--- config.mk ---
export PLATFORM = sky130hd
export DESIGN_NAME = cache_set_replacement_policy
export DESIGN_NICKNAME = d
export VERILOG_FILES = /design/src/rtl/core/csrp_pkg.sv /design/src/rtl/core/csrp_ctrl.sv /design/src/rtl/core/csrp_dp.sv /design/src/rtl/core/cache_set_replacement_policy.sv
export SDC_FILE = /design/constraint.sdc
export NUM_CORES = 1
export LEC_CHECK = 0
export BUFFER_PORTS_ARGS = -buffer_cell sky130_fd_sc_hd__buf_2
export CORE_UTILIZATION = 55
export DETAILED_ROUTE_END_ITERATION = 7
export PLACE_DENSITY = 0.85
export SYNTH_ARGS = -nofsm -noshare
export SYNTH_HDL_FRONTEND = slang
export SYNTH_SLANG_ARGS = --single-unit
export TNS_END_PERCENT = 10
--- constraint.sdc ---
create_clock -name clk -period 5.3 [get_ports clk]
set_input_delay 0 -clock clk [delete_from_list [all_inputs] [get_ports clk]]
set_output_delay 0 -clock clk [all_outputs]
set_load 0.05 [all_outputs]
--- src/rtl/core/csrp_pkg.sv ---
// csrp_pkg: shared types and constants for the cache set replacement block
// used by csrp_ctrl, csrp_dp and cache_set_replacement_policy; no dependencies
package csrp_pkg;

    localparam int ADDR_W      = 32;
    localparam int CLASS_W     = 2;
    localparam int WAY_OUT_W   = 3;
    localparam int POLICY_W    = 2;
    localparam int OFFSET_W    = 4;
    localparam int CFG_DATA_W  = 4;
    localparam int CFG_INDEX_W = 1;

    // replacement policy codes, code 3 acts as lru
    localparam logic [POLICY_W-1:0] POL_LFU  = 2'd0;
    localparam logic [POLICY_W-1:0] POL_FIFO = 2'd1;
    localparam logic [POLICY_W-1:0] POL_LRU  = 2'd2;

    // configuration register indexes
    localparam logic [CFG_INDEX_W-1:0] REG_POLICY_MODE = 1'b0;
    localparam logic [CFG_INDEX_W-1:0] REG_LINE_OFFSET = 1'b1;

    localparam logic [OFFSET_W-1:0] OFFSET_RESET = 4'd6;

    // operation codes
    localparam logic OP_ACCESS = 1'b0;
    localparam logic OP_FILL   = 1'b1;

    typedef enum logic [1:0] {
        ST_IDLE,
        ST_SCAN,
        ST_COMMIT
    } ctrl_state_t;

    typedef struct packed {
        logic load;
        logic scan;
        logic commit;
    } dp_cmd_t;

    typedef struct packed {
        logic scan_last;
    } dp_status_t;

endpackage

--- src/rtl/core/csrp_ctrl.sv ---
// csrp_ctrl: sequencer for one word, idle -> scan over all ways -> commit
// depends on csrp_pkg
module csrp_ctrl
    import csrp_pkg::*;
(
    input  logic       clk,
    input  logic       rst_n,
    input  logic       start,
    input  dp_status_t status,
    output logic       busy,
    output dp_cmd_t    cmd
);

    ctrl_state_t state_reg;
    ctrl_state_t state_next;

    always_ff @(posedge clk or negedge rst_n)
    begin
        if (!rst_n)
        begin
            state_reg <= ST_IDLE;
        end
        else
        begin
            state_reg <= state_next;
        end
    end

    always_comb
    begin
        state_next = state_reg;
        cmd        = '0;
        busy       = 1'b1;
        case (state_reg)
            ST_IDLE:
            begin
                busy = 1'b0;
                if (start)
                begin
                    cmd.load   = 1'b1;
                    state_next = ST_SCAN;
                end
            end
            ST_SCAN:
            begin
                cmd.scan = 1'b1;
                if (status.scan_last)
                begin
                    state_next = ST_COMMIT;
                end
            end
            ST_COMMIT:
            begin
                cmd.commit = 1'b1;
                state_next = ST_IDLE;
            end
            default:
            begin
                state_next = ST_IDLE;
            end
        endcase
    end

endmodule

--- src/rtl/core/csrp_dp.sv ---
// csrp_dp: way storage, configuration registers, scan accumulators and result registers
// depends on csrp_pkg; driven by csrp_ctrl commands
module csrp_dp
    import csrp_pkg::*;
#(
    parameter int WAYS       = 8,
    parameter int COUNT_BITS = 16
)
(
    input  logic                   clk,
    input  logic                   rst_n,
    input  logic                   cfg_we,
    input  logic [CFG_INDEX_W-1:0] cfg_index,
    input  logic [CFG_DATA_W-1:0]  cfg_data,
    input  logic                   op,
    input  logic [ADDR_W-1:0]      address,
    input  logic [CLASS_W-1:0]     priority_req,
    input  dp_cmd_t                cmd,
    output dp_status_t             status,
    output logic                   done,
    output logic [WAY_OUT_W-1:0]   way,
    output logic                   hit,
    output logic                   evicted_valid,
    output logic [ADDR_W-1:0]      evicted_address,
    output logic [CLASS_W-1:0]     evicted_priority
);

    localparam int WAY_W = $clog2(WAYS);
    localparam logic [COUNT_BITS-1:0] COUNT_MAX = {COUNT_BITS{1'b1}};

    // configuration
    logic [POLICY_W-1:0] policy_reg, policy_next;
    logic [OFFSET_W-1:0] offset_reg, offset_next;

    // way storage
    logic                  valid_reg      [WAYS];
    logic                  valid_next     [WAYS];
    logic [COUNT_BITS-1:0] count_reg      [WAYS];
    logic [COUNT_BITS-1:0] count_next     [WAYS];
    logic [ADDR_W-1:0]     line_base_reg  [WAYS];
    logic [ADDR_W-1:0]     line_base_next [WAYS];
    logic [CLASS_W-1:0]    line_class_reg [WAYS];
    logic [CLASS_W-1:0]    line_class_next[WAYS];

    // latched request
    logic               op_reg, op_next;
    logic [ADDR_W-1:0]  req_base_reg, req_base_next;
    logic [CLASS_W-1:0] req_class_reg, req_class_next;

    // scan accumulators
    logic [WAY_W-1:0]      idx_reg, idx_next;
    logic [COUNT_BITS-1:0] top_reg, top_next;
    logic                  hit_found_reg, hit_found_next;
    logic [WAY_W-1:0]      hit_way_reg, hit_way_next;
    logic                  free_found_reg, free_found_next;
    logic [WAY_W-1:0]      free_way_reg, free_way_next;
    logic                  vic_found_reg, vic_found_next;
    logic [WAY_W-1:0]      vic_way_reg, vic_way_next;
    logic [COUNT_BITS-1:0] vic_count_reg, vic_count_next;
    logic [ADDR_W-1:0]     vic_base_reg, vic_base_next;
    logic [CLASS_W-1:0]    vic_class_reg, vic_class_next;

    // result registers
    logic                 done_reg, done_next;
    logic [WAY_OUT_W-1:0] way_reg, way_next;
    logic                 hit_reg, hit_next;
    logic                 ev_valid_reg, ev_valid_next;
    logic [ADDR_W-1:0]    ev_addr_reg, ev_addr_next;
    logic [CLASS_W-1:0]   ev_class_reg, ev_class_next;

    // combinational helpers
    logic [ADDR_W-1:0]       align_mask;
    logic                    cur_valid;
    logic [COUNT_BITS-1:0]   cur_count;
    logic [ADDR_W-1:0]       cur_base;
    logic [CLASS_W-1:0]      cur_class;
    logic                    is_fifo;
    logic                    is_lfu;
    logic                    vic_better;
    logic [COUNT_BITS-1:0]   top_inc;
    logic [WAY_W-1:0]        fill_way;
    logic [WAY_W-1:0]        report_way;
    logic [WAY_W+WAY_OUT_W-1:0] report_ext;
    logic                    match;

    assign align_mask = ~((ADDR_W'(1) << offset_reg) - ADDR_W'(1));
    assign cur_valid  = valid_reg[idx_reg];
    assign cur_count  = count_reg[idx_reg];
    assign cur_base   = line_base_reg[idx_reg];
    assign cur_class  = line_class_reg[idx_reg];
    assign is_fifo    = (policy_reg == POL_FIFO);
    assign is_lfu     = (policy_reg == POL_LFU);
    assign vic_better = !vic_found_reg ||
                        (is_fifo ? (cur_count > vic_count_reg) : (cur_count < vic_count_reg));
    assign top_inc    = (top_reg == COUNT_MAX) ? COUNT_MAX : top_reg + COUNT_BITS'(1);
    assign fill_way   = free_found_reg ? free_way_reg :
                        (vic_found_reg ? vic_way_reg : '0);
    assign report_way = (op_reg == OP_FILL) ? fill_way : (hit_found_reg ? hit_way_reg : '0);
    // way number reported modulo eight
    assign report_ext = {{WAY_OUT_W{1'b0}}, report_way};

    assign status.scan_last = (idx_reg == WAY_W'(WAYS - 1));

    assign done             = done_reg;
    assign way              = way_reg;
    assign hit              = hit_reg;
    assign evicted_valid    = ev_valid_reg;
    assign evicted_address  = ev_addr_reg;
    assign evicted_priority = ev_class_reg;

    // configuration writes
    always_comb
    begin
        policy_next = policy_reg;
        offset_next = offset_reg;
        if (cfg_we)
        begin
            case (cfg_index)
                REG_POLICY_MODE: policy_next = cfg_data[POLICY_W-1:0];
                REG_LINE_OFFSET: offset_next = cfg_data;
                default:         ;
            endcase
        end
    end

    // request latch and scan accumulators
    always_comb
    begin
        op_next         = op_reg;
        req_base_next   = req_base_reg;
        req_class_next  = req_class_reg;
        idx_next        = idx_reg;
        top_next        = top_reg;
        hit_found_next  = hit_found_reg;
        hit_way_next    = hit_way_reg;
        free_found_next = free_found_reg;
        free_way_next   = free_way_reg;
        vic_found_next  = vic_found_reg;
        vic_way_next    = vic_way_reg;
        vic_count_next  = vic_count_reg;
        vic_base_next   = vic_base_reg;
        vic_class_next  = vic_class_reg;
        if (cmd.load)
        begin
            op_next         = op;
            req_base_next   = address & align_mask;
            req_class_next  = priority_req;
            idx_next        = '0;
            top_next        = '0;
            hit_found_next  = 1'b0;
            hit_way_next    = '0;
            free_found_next = 1'b0;
            free_way_next   = '0;
            vic_found_next  = 1'b0;
            vic_way_next    = '0;
            vic_count_next  = '0;
        end
        else if (cmd.scan)
        begin
            idx_next = idx_reg + WAY_W'(1);
            if (cur_valid && (cur_count > top_reg))
            begin
                top_next = cur_count;
            end
            if (cur_valid && (cur_base == req_base_reg) && !hit_found_reg)
            begin
                hit_found_next = 1'b1;
                hit_way_next   = idx_reg;
            end
            if (!cur_valid && !free_found_reg)
            begin
                free_found_next = 1'b1;
                free_way_next   = idx_reg;
            end
            // victim candidate within the requested class, ties keep the lower way
            if ((cur_class == req_class_reg) && vic_better)
            begin
                vic_found_next = 1'b1;
                vic_way_next   = idx_reg;
                vic_count_next = cur_count;
                vic_base_next  = cur_base;
                vic_class_next = cur_class;
            end
        end
    end

    // way storage update and result capture
    always_comb
    begin
        match         = 1'b0;
        done_next     = cmd.commit;
        way_next      = way_reg;
        hit_next      = hit_reg;
        ev_valid_next = ev_valid_reg;
        ev_addr_next  = ev_addr_reg;
        ev_class_next = ev_class_reg;
        for (int i = 0; i < WAYS; i++)
        begin
            valid_next[i]      = valid_reg[i];
            count_next[i]      = count_reg[i];
            line_base_next[i]  = line_base_reg[i];
            line_class_next[i] = line_class_reg[i];
        end
        if (cmd.commit)
        begin
            way_next = report_ext[WAY_OUT_W-1:0];
            if (op_reg == OP_ACCESS)
            begin
                hit_next      = hit_found_reg;
                ev_valid_next = 1'b0;
                ev_addr_next  = '0;
                ev_class_next = '0;
                for (int i = 0; i < WAYS; i++)
                begin
                    match = valid_reg[i] && (line_base_reg[i] == req_base_reg);
                    if (is_fifo)
                    begin
                        if (valid_reg[i] && (count_reg[i] != COUNT_MAX))
                        begin
                            count_next[i] = count_reg[i] + COUNT_BITS'(1);
                        end
                    end
                    else if (match)
                    begin
                        if (is_lfu)
                        begin
                            if (count_reg[i] != COUNT_MAX)
                            begin
                                count_next[i] = count_reg[i] + COUNT_BITS'(1);
                            end
                        end
                        else
                        begin
                            count_next[i] = top_inc;
                        end
                    end
                end
            end
            else
            begin
                hit_next      = 1'b0;
                ev_valid_next = !free_found_reg;
                if (free_found_reg)
                begin
                    ev_addr_next  = '0;
                    ev_class_next = '0;
                end
                else if (vic_found_reg)
                begin
                    ev_addr_next  = vic_base_reg;
                    ev_class_next = vic_class_reg;
                end
                else
                begin
                    ev_addr_next  = line_base_reg[0];
                    ev_class_next = line_class_reg[0];
                end
                valid_next[fill_way]      = 1'b1;
                count_next[fill_way]      = '0;
                line_base_next[fill_way]  = req_base_reg;
                line_class_next[fill_way] = req_class_reg;
            end
        end
    end

    always_ff @(posedge clk or negedge rst_n)
    begin
        if (!rst_n)
        begin
            policy_reg <= POL_LRU;
            offset_reg <= OFFSET_RESET;
            done_reg   <= 1'b0;
            for (int i = 0; i < WAYS; i++)
            begin
                valid_reg[i] <= 1'b0;
                count_reg[i] <= '0;
            end
        end
        else
        begin
            policy_reg <= policy_next;
            offset_reg <= offset_next;
            done_reg   <= done_next;
            for (int i = 0; i < WAYS; i++)
            begin
                valid_reg[i] <= valid_next[i];
                count_reg[i] <= count_next[i];
            end
        end
    end

    always_ff @(posedge clk)
    begin
        op_reg         <= op_next;
        req_base_reg   <= req_base_next;
        req_class_reg  <= req_class_next;
        idx_reg        <= idx_next;
        top_reg        <= top_next;
        hit_found_reg  <= hit_found_next;
        hit_way_reg    <= hit_way_next;
        free_found_reg <= free_found_next;
        free_way_reg   <= free_way_next;
        vic_found_reg  <= vic_found_next;
        vic_way_reg    <= vic_way_next;
        vic_count_reg  <= vic_count_next;
        vic_base_reg   <= vic_base_next;
        vic_class_reg  <= vic_class_next;
        way_reg        <= way_next;
        hit_reg        <= hit_next;
        ev_valid_reg   <= ev_valid_next;
        ev_addr_reg    <= ev_addr_next;
        ev_class_reg   <= ev_class_next;
        for (int i = 0; i < WAYS; i++)
        begin
            line_base_reg[i]  <= line_base_next[i];
            line_class_reg[i] <= line_class_next[i];
        end
    end

endmodule

--- src/rtl/core/cache_set_replacement_policy.sv ---
// cache_set_replacement_policy: top level of one cache set with lfu, fifo and lru replacement
// depends on csrp_pkg, csrp_ctrl and csrp_dp
//
//   channel   handshake              payload
//   -------   ---------------------  ---------------------------------------------------
//   cfg       cfg_we                 cfg_index, cfg_data
//   request   start, busy            op, address, priority_req
//   result    done (one-cycle)       way, hit, evicted_valid, evicted_address,
//                                    evicted_priority
//
// a word is taken when start is high and busy is low; busy then stays high through
// the scan, one way at a time through a single shared compare unit, and the commit, with
// the result strobe in the cycle after commit, while busy is already low again
// a further word is taken no earlier than the cycle in which done is high
// reset clears the valid bits and use counters at once; there is no clearing pass
// the receiver cannot stall: done is high for exactly one cycle with the result fields
module cache_set_replacement_policy
    import csrp_pkg::*;
#(
    parameter int WAYS       = 8,
    parameter int COUNT_BITS = 16
)
(
    input  logic                   clk,
    input  logic                   rst_n,
    // configuration write port
    input  logic                   cfg_we,
    input  logic [CFG_INDEX_W-1:0] cfg_index,
    input  logic [CFG_DATA_W-1:0]  cfg_data,
    // request word
    input  logic                   start,
    output logic                   busy,
    input  logic                   op,
    input  logic [ADDR_W-1:0]      address,
    input  logic [CLASS_W-1:0]     priority_req,
    // result word
    output logic                   done,
    output logic [WAY_OUT_W-1:0]   way,
    output logic                   hit,
    output logic                   evicted_valid,
    output logic [ADDR_W-1:0]      evicted_address,
    output logic [CLASS_W-1:0]     evicted_priority
);

    dp_cmd_t    cmd;
    dp_status_t status;

    // sequencer: load the request, walk the ways, then commit the update
    csrp_ctrl u_ctrl
    (
        .clk    (clk),
        .rst_n  (rst_n),
        .start  (start),
        .status (status),
        .busy   (busy),
        .cmd    (cmd)
    );

    // way storage, per-way scan and the update of the use counters at commit
    csrp_dp #(
        .WAYS       (WAYS),
        .COUNT_BITS (COUNT_BITS)
    ) u_dp
    (
        .clk              (clk),
        .rst_n            (rst_n),
        .cfg_we           (cfg_we),
        .cfg_index        (cfg_index),
        .cfg_data         (cfg_data),
        .op               (op),
        .address          (address),
        .priority_req     (priority_req),
        .cmd              (cmd),
        .status           (status),
        .done             (done),
        .way              (way),
        .hit              (hit),
        .evicted_valid    (evicted_valid),
        .evicted_address  (evicted_address),
        .evicted_priority (evicted_priority)
    );

endmodule

# == Yosys cells after proc, flatten, opt, wreduce, memory -nomap -nowiden ==
# Memory sizes are Yosys's and may differ from the RTL's. A register that Yosys moved wholly into a read port is not among the register bits.
# Index checks and enable logic that the tools add are counted.
# W data, S select, Z words.
# classes
add_sub_neg,11
order_cmp,6
n_eq_ne,41
shift,1
n_mux,81
n_bitwise,10
reduce_logical,55
# ops
operator,n
$mux W16,46
$mux W256,2
$eq A32 B32 Y1,9
$bwmux W256,1
$add A16 B1 Y16 const B,9
$and A128 B128 Y128,1
$mux W128,1
$ne A16 B16 Y1 const B,8
$not A128 Y128,1
$demux W32 S3,1
$mux W32,2
$bmux W16 S3,1
$demux W16 S3,1
$and A32 B32 Y32,1
$gt A16 B16 Y1,2
$ne A4 B2 Y1 const B,8
$not A32 Y32,1
$reduce_and A4 Y1,8
$shl A1 B4 Y32 const A,1
$sub A32 B2 Y32 const B,1
$mux W3,8
$ne A3 B2 Y1 const B,8
$reduce_bool A3 Y1,8
$logic_and A1 B1 Y1,22
other kinds (26),54
# totals
ff_bits,300
ram_bits,272
input_bits,44
wordCells,246
mem_count,2
# mem_list
name,depth,width,read_ports,rd_clocked_by_memory_dff,wr,line_no,text
u_dp.line_base_reg,8,32,9,1,8,csrp_dp.sv:40,logic [ADDR_W-1:0] line_base_reg [WAYS];
u_dp.line_class_reg,8,2,9,1,8,csrp_dp.sv:42,logic [CLASS_W-1:0] line_class_reg [WAYS];

# == Logic depth before layout (Yosys ltp) ==
# Gate-level depths: netlist (run 1).
# depth
word_depth,10
ltp_mapped,15
depth_no_buf,12

# == Modules after synthesis ==
# Synthesis (run 1) repeated with hierarchy kept, for this count alone.
# hier_totals
hier_cells,2687
hier_area_um2,30809.5
# by_module_without_submodules
module,instances,cells_per_inst,area_each_um2,seq_area_each_um2
csrp_dp,1,2676,30693.2,15994.1
csrp_ctrl,1,11,116.4,50.0

# == Worst setup path after synthesis (run 1) ==
# Ideal clock, no wire load.
# synth_timing
path_kind,register to register
startpoint,"register, netlist name u_ctrl.state_reg[0]"
endpoint,memory u_dp.line_base_reg[3][0] (enable)
setup_time_ns,0.512
t_arrival_ns,5.182
path_slack_ns,-0.394
stages_incl_launch_ff,8
n_path_buf,3
path_cell_list,dfrtp_1 > nand2b_1 > clkbuf_1 > inv_2 > buf_2 > nand2_1 > clkbuf_1 > nor4_1
# synth_lines
element,line_no
"end, declared",csrp_dp.sv:40

# == Worst setup path after layout (run 1) ==
# layout_timing
startpoint,register u_dp.idx_reg[0]
endpoint,register u_dp.vic_base_reg[31] (enable)
# layout_between
elab_chain_cells,9
word_cells_on_any_way,10
# layout_rtl
element,line_no,text
"start, declared",csrp_dp.sv:51,"logic [WAY_W-1:0] idx_reg, idx_next;"
"start signal, assigned",csrp_dp.sv:297,idx_reg <= idx_next;
$not A3 Y4 (implied by the code) (*),csrp_dp.sv:88,assign cur_count = count_reg[idx_reg];
$bmux W16 S3 (*),csrp_dp.sv:88,
$mux W16 (implied by the code) (*) (2 in series),csrp_dp.sv:88,
named net u_dp.cur_count[13],csrp_dp.sv:74,logic [COUNT_BITS-1:0] cur_count;
$lt A16 B16 Y1 or $gt A16 B16 Y1 (tied branches),csrp_dp.sv:94,(is_fifo ? (cur_count > vic_count_reg) : (cur_count < vic_count_reg));
$mux W1 (*),csrp_dp.sv:94,
$logic_or A1 B1 Y1 (*),csrp_dp.sv:93,assign vic_better = !vic_found_reg ||
$logic_and A1 B1 Y1 (*),csrp_dp.sv:176,if ((cur_class == req_class_reg) && vic_better)
$reduce_and A3 Y1 (no line) (*),--,
"end signal, assigned",csrp_dp.sv:306,vic_base_reg <= vic_base_next;
"end, declared",csrp_dp.sv:60,"logic [ADDR_W-1:0] vic_base_reg, vic_base_next;"
# Mark *: on every way through the listed nets, which the timed path passes. The rest lies on a longest branch. The select of a mux whose other input is x is not followed.
# A chain may end at the register's enable or synchronous reset.

==> results list, run 1 <==
- The flow ran to the end, and the final reports show no timing, DRC or antenna violations.
* Asr flop ratio synth: 25.2%
* Commonest non-fill, non-tap cell in the layout: edfxtp_1
* Buffers inserted by post-CTS timing repair: 0
- Cells fill 62.9% of the core in the end.
- Number of warning messages in the yosys log: 0
- The count of final max-slew check failures was 0.
- Derived from the worst setup path, the maximum achievable clock frequency is 225 MHz.
- PostCTS Resize Cnt: 0
- The worst setup path is of the register to register kind.
* Iteration-0 DRC Markers: 3272
- Share of final-layout standard cells stronger than drive strength 1: 14.7%
* Detailed Place HPWL: 66200 um
- The worst-case IR drop observed on VDD is 0.366 mV.
- edfxtp_1 takes more of the synthesized area than any other cell.
* Commonest cells after routing, fill and taps aside: 380 x edfxtp_1, 256 x xor2_1, 179 x nand2_1
* Share of Yosys cell area claimed by the top area cell type: 37.5%
- In the routed layout, each cell is associated on average with a via count of 6.72.
- Setup WS pre-CTS: 0.904 ns
- Transition at the pin with the smallest max-transition slack: 1.27 ns
* Largest net degree at the start of global routing: 98
- Count of cell types in the netlist: 80
* Post-layout instance count excluding filler cells: 3447
* Category of the worst setup path capture point: register
* Clk_lat worst skew: 0.66 ns
- Number of standard-cell rows in the floorplan: 85
- Hold/Removal Path Class: primary input to asynchronous set/reset pin
* Ys flop type: edfxtp_1
- Hold buffer count at cts: 47
- Between clock sinks in the finished design, the worst skew comes to 0.0357 ns.
* Kind of launch point of the worst setup path: register
- Setup total negative slack on the finished layout was measured at 0 ns.
- DR pass1 iterations: 6
- RSZ-0062 raised after global routing: false
- Starting density of the core: 56.2%
- The floorplan step defined a die boundary enclosing 56300 sq um.
- Via count: 23200
- Buffers placed on the I/O ports in this run total 84.
- Post-CTS clock slew at the launch and capture registers of the worst setup and hold paths: 0.06 ns
- Total power for the finished layout comes to 14.2 mW.
- The total count of hold-check failures in the final report came to 0.
* Post-place instance area: 31600 sq um
- Clock tree synthesis selected as its root buffer the cell clkbuf_16.
- The first global-routing pass estimated 141000 um of wire.
- Total instance count after detailed placement: 3287
- Clock tree synthesis found a total of 575 sinks.
- Counting every net in the synthesized netlist gives 2683.
- Of the available clock period, the critical path in the final layout requires 84.0%.
- Core Footprint: 54200 sq um
- The number of global-route vias before repair was 22300.
- After synthesis the cells add up to 30500 sq um.
* Area added between synthesis and finish: 12.0%
- The worst pin sits at a relative slew slack of 14.5%.
* Final worst setup slack: 0.847 ns
- Most area-consuming cells after synthesis: edfxtp_1 37%, dfrtp_1 12%, xor2_1 7.4%
* DIE WIDTH: 237 um
- In this run, synthesis inferred 380 flip-flops with an integrated enable.
- Drt wl/cell: 27.4 um
- In this run the worst path has a maximum fanout of 34.
* All-layer global routing usage: 33.7%
- Final setup violation count: 0
- The final layout contains routed wiring with a total length of 94600 um.
* Deepest clock path buffer count: 3
* Routability-driven placement congestion ratio: 1.01
* Sequential fraction of the synthesis area: 52.7%
- CTS tree: yes
* Number of antenna violations at the first check in global routing: 1
* Synthesized area per cell: 11.7 sq um
- Min Hold Slack: 0.0325 ns
- Synthesized instance count: 2594
* Static leakage power: 13.0 nW
* Residual overflow from global routing: 0
* Minimum clock period after layout: 4.45 ns
* Total DRC errors in the routed layout: 0
* Cell area after layout: 34100 sq um
* Total CTS buffers: 59
* Number of nets in the final layout: 2788
- Max-capacitance violation count: 0
* Chip height: 237 um
- The register with the most flip-flops in the layout has 256 of them.
- Power per cell area: 416 nW/um^2
- In this run, synthesis produced a sequential element count of 575.
- In this run the count of I/O pins placed on the die edge is 85.
- Max H-tree Level: 2
- The detail route stage leaves a number of antenna-violating nets equal to 0.
- Required time of the critical path: 5.57 ns
- Data arrival, critical path: 4.72 ns
synthesized netlist by cell type, types with 17 or more instances:
master / count
dfrtp_1: 142
mux4_2: 88
o211ai_1: 25
a22o_1: 35
a311oi_1: 17
nand3_1: 63
o31ai_1: 43
nor3_1: 34
xnor2_1: 44
nand4_1: 47
o21ai_0: 115
a21o_1: 38
mux2i_1: 98
a21oi_1: 72
nor2_1: 154
nor2b_1: 20
nand2_1: 179
edfxtp_1: 380
dfxtp_1: 50
and3_1: 33
inv_1: 138
buf_2: 60
a31oi_1: 26
ha_1: 45
clkbuf_1: 69
a32o_1: 17
nor4_1: 81
xor2_1: 256
cell families (layout without fill, tap and decap cells):
kind of cell | count (synthesis) | after routing | share of synthesized area [%]
AOI/OAI and AO/OA | 496 | 496 | 11.1
xor gates and xnor gates | 300 | 300 | 8.62
adders and majority gates | 45 | 45 | 1.85
buffers and inverters | 288 | 444 | 3.99
DFF | 575 | 575 | 52.7
muxes | 205 | 205 | 10.5
other | 0 | 1 | 0
and+or+nand+nor | 685 | 685 | 11.2
cell type report:
type	instances	area, sq um
diodes	1	2.50
clock buffers	93	1780
clock inverters	19	275
fillers	4024	20100
inverters	140	526
multi-input cells	1731	13300
flip-flops and latches	575	16100
well taps	696	871
repair buffers	192	1360
layer usage:
| metal | wire, um | share of wire [%] | global-route usage (%) | up-vias |
|---|---|---|---|---|
| met3 | 14300 | 15 | 11.6 | 181 |
| met5 | 9 | 0.0095 | 0 | - |
| li1 | - | - | - | 9882 |
| met2 | 40600 | 43 | 48.3 | 1653 |
| met4 | 2820 | 3.0 | 11.1 | 2 |
| met1 | 36900 | 39 | 47.8 | 11400 |
final timing paths:
| kind | end | startpoint | cells past startpoint | slack [ns] |
|---|---|---|---|---|
| worst max-delay path | u_dp.vic_base_reg[31]$_DFFE_PP_ | u_dp.idx_reg[0]$_SDFFE_PP0P_ | 12 | 0.85 |
| worst min-delay path | u_dp.count_reg[99]$_DFFE_PN0P_ | rst_n | 2 | 0.03 |
| worst max register to register | u_dp.vic_base_reg[31]$_DFFE_PP_ | u_dp.idx_reg[0]$_SDFFE_PP0P_ | 12 | 0.85 |
| worst min register to register | u_dp.vic_count_reg[8]$_SDFFE_PP0P_ | u_dp.vic_count_reg[8]$_SDFFE_PP0P_ | 2 | 0.46 |
| max in group asynchronous | u_dp.count_reg[41]$_DFFE_PN0P_ | rst_n | 3 | 3.97 |
| min in group clk | u_dp.req_base_reg[24]$_DFFE_PP_ | address[24] | 2 | 0.06 |
worst max-delay path, cell delays in order, from the launching register on:
cell and delay (ns):
dfxtp_2 0.67, buf_4 0.33, mux4_2 0.51, mux2i_1 0.45
inv_1 0.15, ha_1 0.35, a21o_1 0.18, a21o_1 0.17
a211oi_1 0.30, and3_1 0.26, o31ai_4 0.09, inv_1 0.08
buf_4 0.50
where the power goes:
part           leakage, nW  switching [mW]  internal (mW)
clock network         1.00            1.84           2.55
registers             5.82           0.643           5.27
logic                 6.22            2.38           1.53
Power figures use the tool's default switching activity.
==> inputs of run 2 (changes only) <==
==> constraint.sdc (replaced) <==
create_clock -name clk -period 3.7 [get_ports clk]
set_input_delay 0 -clock clk [delete_from_list [all_inputs] [get_ports clk]]
set_output_delay 0 -clock clk [all_outputs]
set_load 0.05 [all_outputs]
==> run 2 against run 1 <==
  * Non-clock buffer count up 175
  * Hold slack lost 0.012 ns
  * Register-to-register slack lost 0.81 ns
  * Flip-flop and latch count did not move
  * Clock power grew 41%
  * Critical path type unchanged
  * Highest routed layer unchanged
==> results list, run 2 (same netlist as run 1, synthesis figures left out) <==
* Number of standard-cell rows in the floorplan: 85 (unchanged)
- Via count: 23900 (+3.3%)
- The library cell used most frequently in the layout, excluding fill and tap cells, is edfxtp_1.
- The required time of the worst setup path was 4.08 ns (-1.49 ns).
- The average detailed-routed wire length per instance was 27.3 um (-0.40%).
* Residual overflow from global routing: 0 (unchanged)
- The HPWL after detailed placement is 70800 um (+6.9%).
- TritonCTS built the clock tree.
- DIE WIDTH: 237 um (unchanged)
* Max transition margin: 21.5% (+6.9 points)
* Setup Skew: 0.0576 ns (+0.0219 ns)
* Number of nets still failing antenna checks after routing: 0 (unchanged)
- Class of the most critical setup path: register to register
- Number of global-route vias before repair: 22700 (+1.7%)
- The number of cells on the worst reg-to-reg path came to 15 (+3).
- Final setup violation count: 0 (unchanged)
- The kind of cell with the highest combined delay along the critical path is multiplexers.
* Hold/Removal Path Class: primary input to asynchronous set/reset pin
* Minimum clock period after layout: 3.67 ns (-0.785 ns)
- Total CTS buffers: 60 (+1.7%)
- Deepest clock path buffer count: 3 (unchanged)
* Area of the die: 56300 sq um (unchanged)
- Destination of the worst register-to-register timing path: u_dp.vic_base_reg[13]$_DFFE_PP_
- The remaining routing DRC violations came to 0 (unchanged).
- The worst setup path is captured at a register.
* I/O pin cnt: 85 (unchanged)
- Total instance count after detailed placement: 3452 (+5.0%)
- Post-layout instance count excluding filler cells: 3621 (+5.0%)
- The count of final max-slew check failures came to 0 (unchanged).
- The final-layout worst hold slack was 0.0209 ns (-0.0116 ns).
- Wirelength, routed: 99000 um (+4.6%)
- All-layer global routing usage: 34.8% (+1.1 points)
- Kind of launch point of the worst setup path: register
- R2r setup slk: 0.03 ns (-0.81 ns)
* Commonest cells after routing, fill and taps aside: 380 x edfxtp_1, 256 x xor2_1, 217 x buf_4
- Share of final-layout standard cells stronger than drive strength 1: 20.3% (+5.6 points)
- Transition at the pin with the smallest max-transition slack: 1.17 ns (-0.108 ns)
- Chip height: 237 um (unchanged)
- Critical Path, Cell by Cell: buf_12 > mux4_2 > mux2i_2 > inv_1 > ha_1 > a21o_1 > a21o_1 > a21oi_1 > nor2_2 > a211oi_4 > and3_4 > o31ai_4 > buf_4 > inv_6 > clkbuf_16
- The initial DRC count is 3489 (+6.6%).
- Area added between synthesis and finish: 17.4%
- The static leakage power came to 13.9 nW (+6.8%).
* Core Footprint: 54200 sq um (unchanged)
- Filler Cells Inserted: 3970 (-1.3%)
- The clock slew at the register clock pins of the worst setup and hold paths is 0.07 ns (about the same).
- Start of the worst register-to-register path: u_dp.idx_reg[0]$_SDFFE_PP0P_
- The peak fanout along the critical path came to 9 (-74%).
- IR drop worst, VDD: 0.472 mV (+29%)
- Routability-driven placement congestion ratio: 1.03 (+2.0%)
* Final Cycle Share: 99.1% (+15 points)
- By instance count, the cell type seen most on the critical path is a21o_1.
- The number of maximum-capacitance violations came to 0 (unchanged).
- On the critical path, the stage with the largest delay is an instance of mux4_2.
- Number of antenna violations at the first check in global routing: 5 (+4)
* Global-route wire length before repair: 144000 um (+2.3%)
- DR pass1 iterations: 6 (unchanged)
- The flow ran to the end, and the final reports show no timing, DRC or antenna violations.
- Max reg flops: 256 (unchanged)
* Number of nets in the final layout: 2964 (+6.3%)
- The maximum single-stage delay on the critical path was 0.55 ns (-0.12 ns).
* Achievable clock frequency: 273 MHz (+21%)
* Power per cell area: 597 nW/um^2 (+44%)
- The count of buffering cells on the critical path with inverters included is 5 (+1).
- The arrival time at the worst endpoint came to 4.04 ns (-0.68 ns).
- The cell sitting at the root of the clock tree is a clkbuf_16.
* Max H-tree Level: 2 (unchanged)
* Largest net degree at the start of global routing: 92 (-6.1%)
- Clk_lat worst skew: 0.68 ns (+0.02 ns)
- Routed via count divided by cell count: 6.61 (-1.6%)
- Clock sink total: 575 (unchanged)
- The total of buffers placed on input and output ports is 84 (unchanged).
- Starting density of the core: 56.2% (unchanged)
* Final count of hold timing violations: 0 (unchanged)
==> run 2: worst max path at each step <==
stage,start,end,slack [ns],depth (start not counted)
finish,u_dp.idx_reg[0]$_SDFFE_PP0P_,u_dp.vic_base_reg[13]$_DFFE_PP_,0.03,15
global placement,u_dp.idx_reg[0]$_SDFFE_PP0P_,u_dp.vic_base_reg[10]$_DFFE_PP_,-0.07,15
CTS,u_dp.idx_reg[0]$_SDFFE_PP0P_,u_dp.vic_base_reg[24]$_DFFE_PP_,0.01,14
floorplan,u_ctrl.state_reg[0]$_DFFE_PN0P_,u_dp.line_base_reg[0][0]$_DFFE_PP_,-1.01,7
global route,u_dp.idx_reg[0]$_SDFFE_PP0P_,u_dp.vic_base_reg[31]$_DFFE_PP_,-0.03,15
detailed placement,u_dp.idx_reg[0]$_SDFFE_PP0P_,u_dp.vic_base_reg[7]$_DFFE_PP_,-0.13,15
==> run 2: power by group <==
group,switching (mW),internal [mW]
logic,4.07,2.92
clock network,2.70,3.50
registers,0.660,7.54
total,7.42,14.0
==> run 2: per-layer routing <==
layer,vias up,GRT usage (%),routed length (um)
li1,10200,-,-
met1,11900,49.8,39500
met2,1575,50.1,42500
met3,168,12.9,14700
met4,4,8.56,2280
met5,-,0,26
==> run 2: repair_timing <==
item,CTS,global route
hold buffers,47,0
hold endpoints to repair,159,0
gates resized for setup,10,30
setup buffers,0,6
cloned,0,4
pin swaps,0,2
setup endpoints to repair,69,74
==> run 2: cell type report <==
type                    instances  area (sq um)  area share [%]
flip-flops and latches        575         16100            44.9
multi-input cells            1731         13400            37.6
inverters                     140           531            1.48
clock inverters                28           324           0.906
clock buffers                  83          1660            4.64
well taps                     696           871            2.43
repair buffers                367          2890            8.08
diodes                          1          2.50         0.00699
==> run 2: through the flow <==
stage	setup WS [ns]	TNS, ns	power (mW)	util, %	instance area, sq um
after floorplan	-1.01	-171.77	12.1	-	30500
after global placement	-0.0746	-2.65	14.5	60.9	33000
after detailed placement	-0.126	-5.64	14.6	60.9	33000
after CTS	0.0134	0	20.8	65.5	35500
after global routing	-0.0329	-0.676	22.0	66.0	35800
final	0.0324	0	21.4	66.0	35800
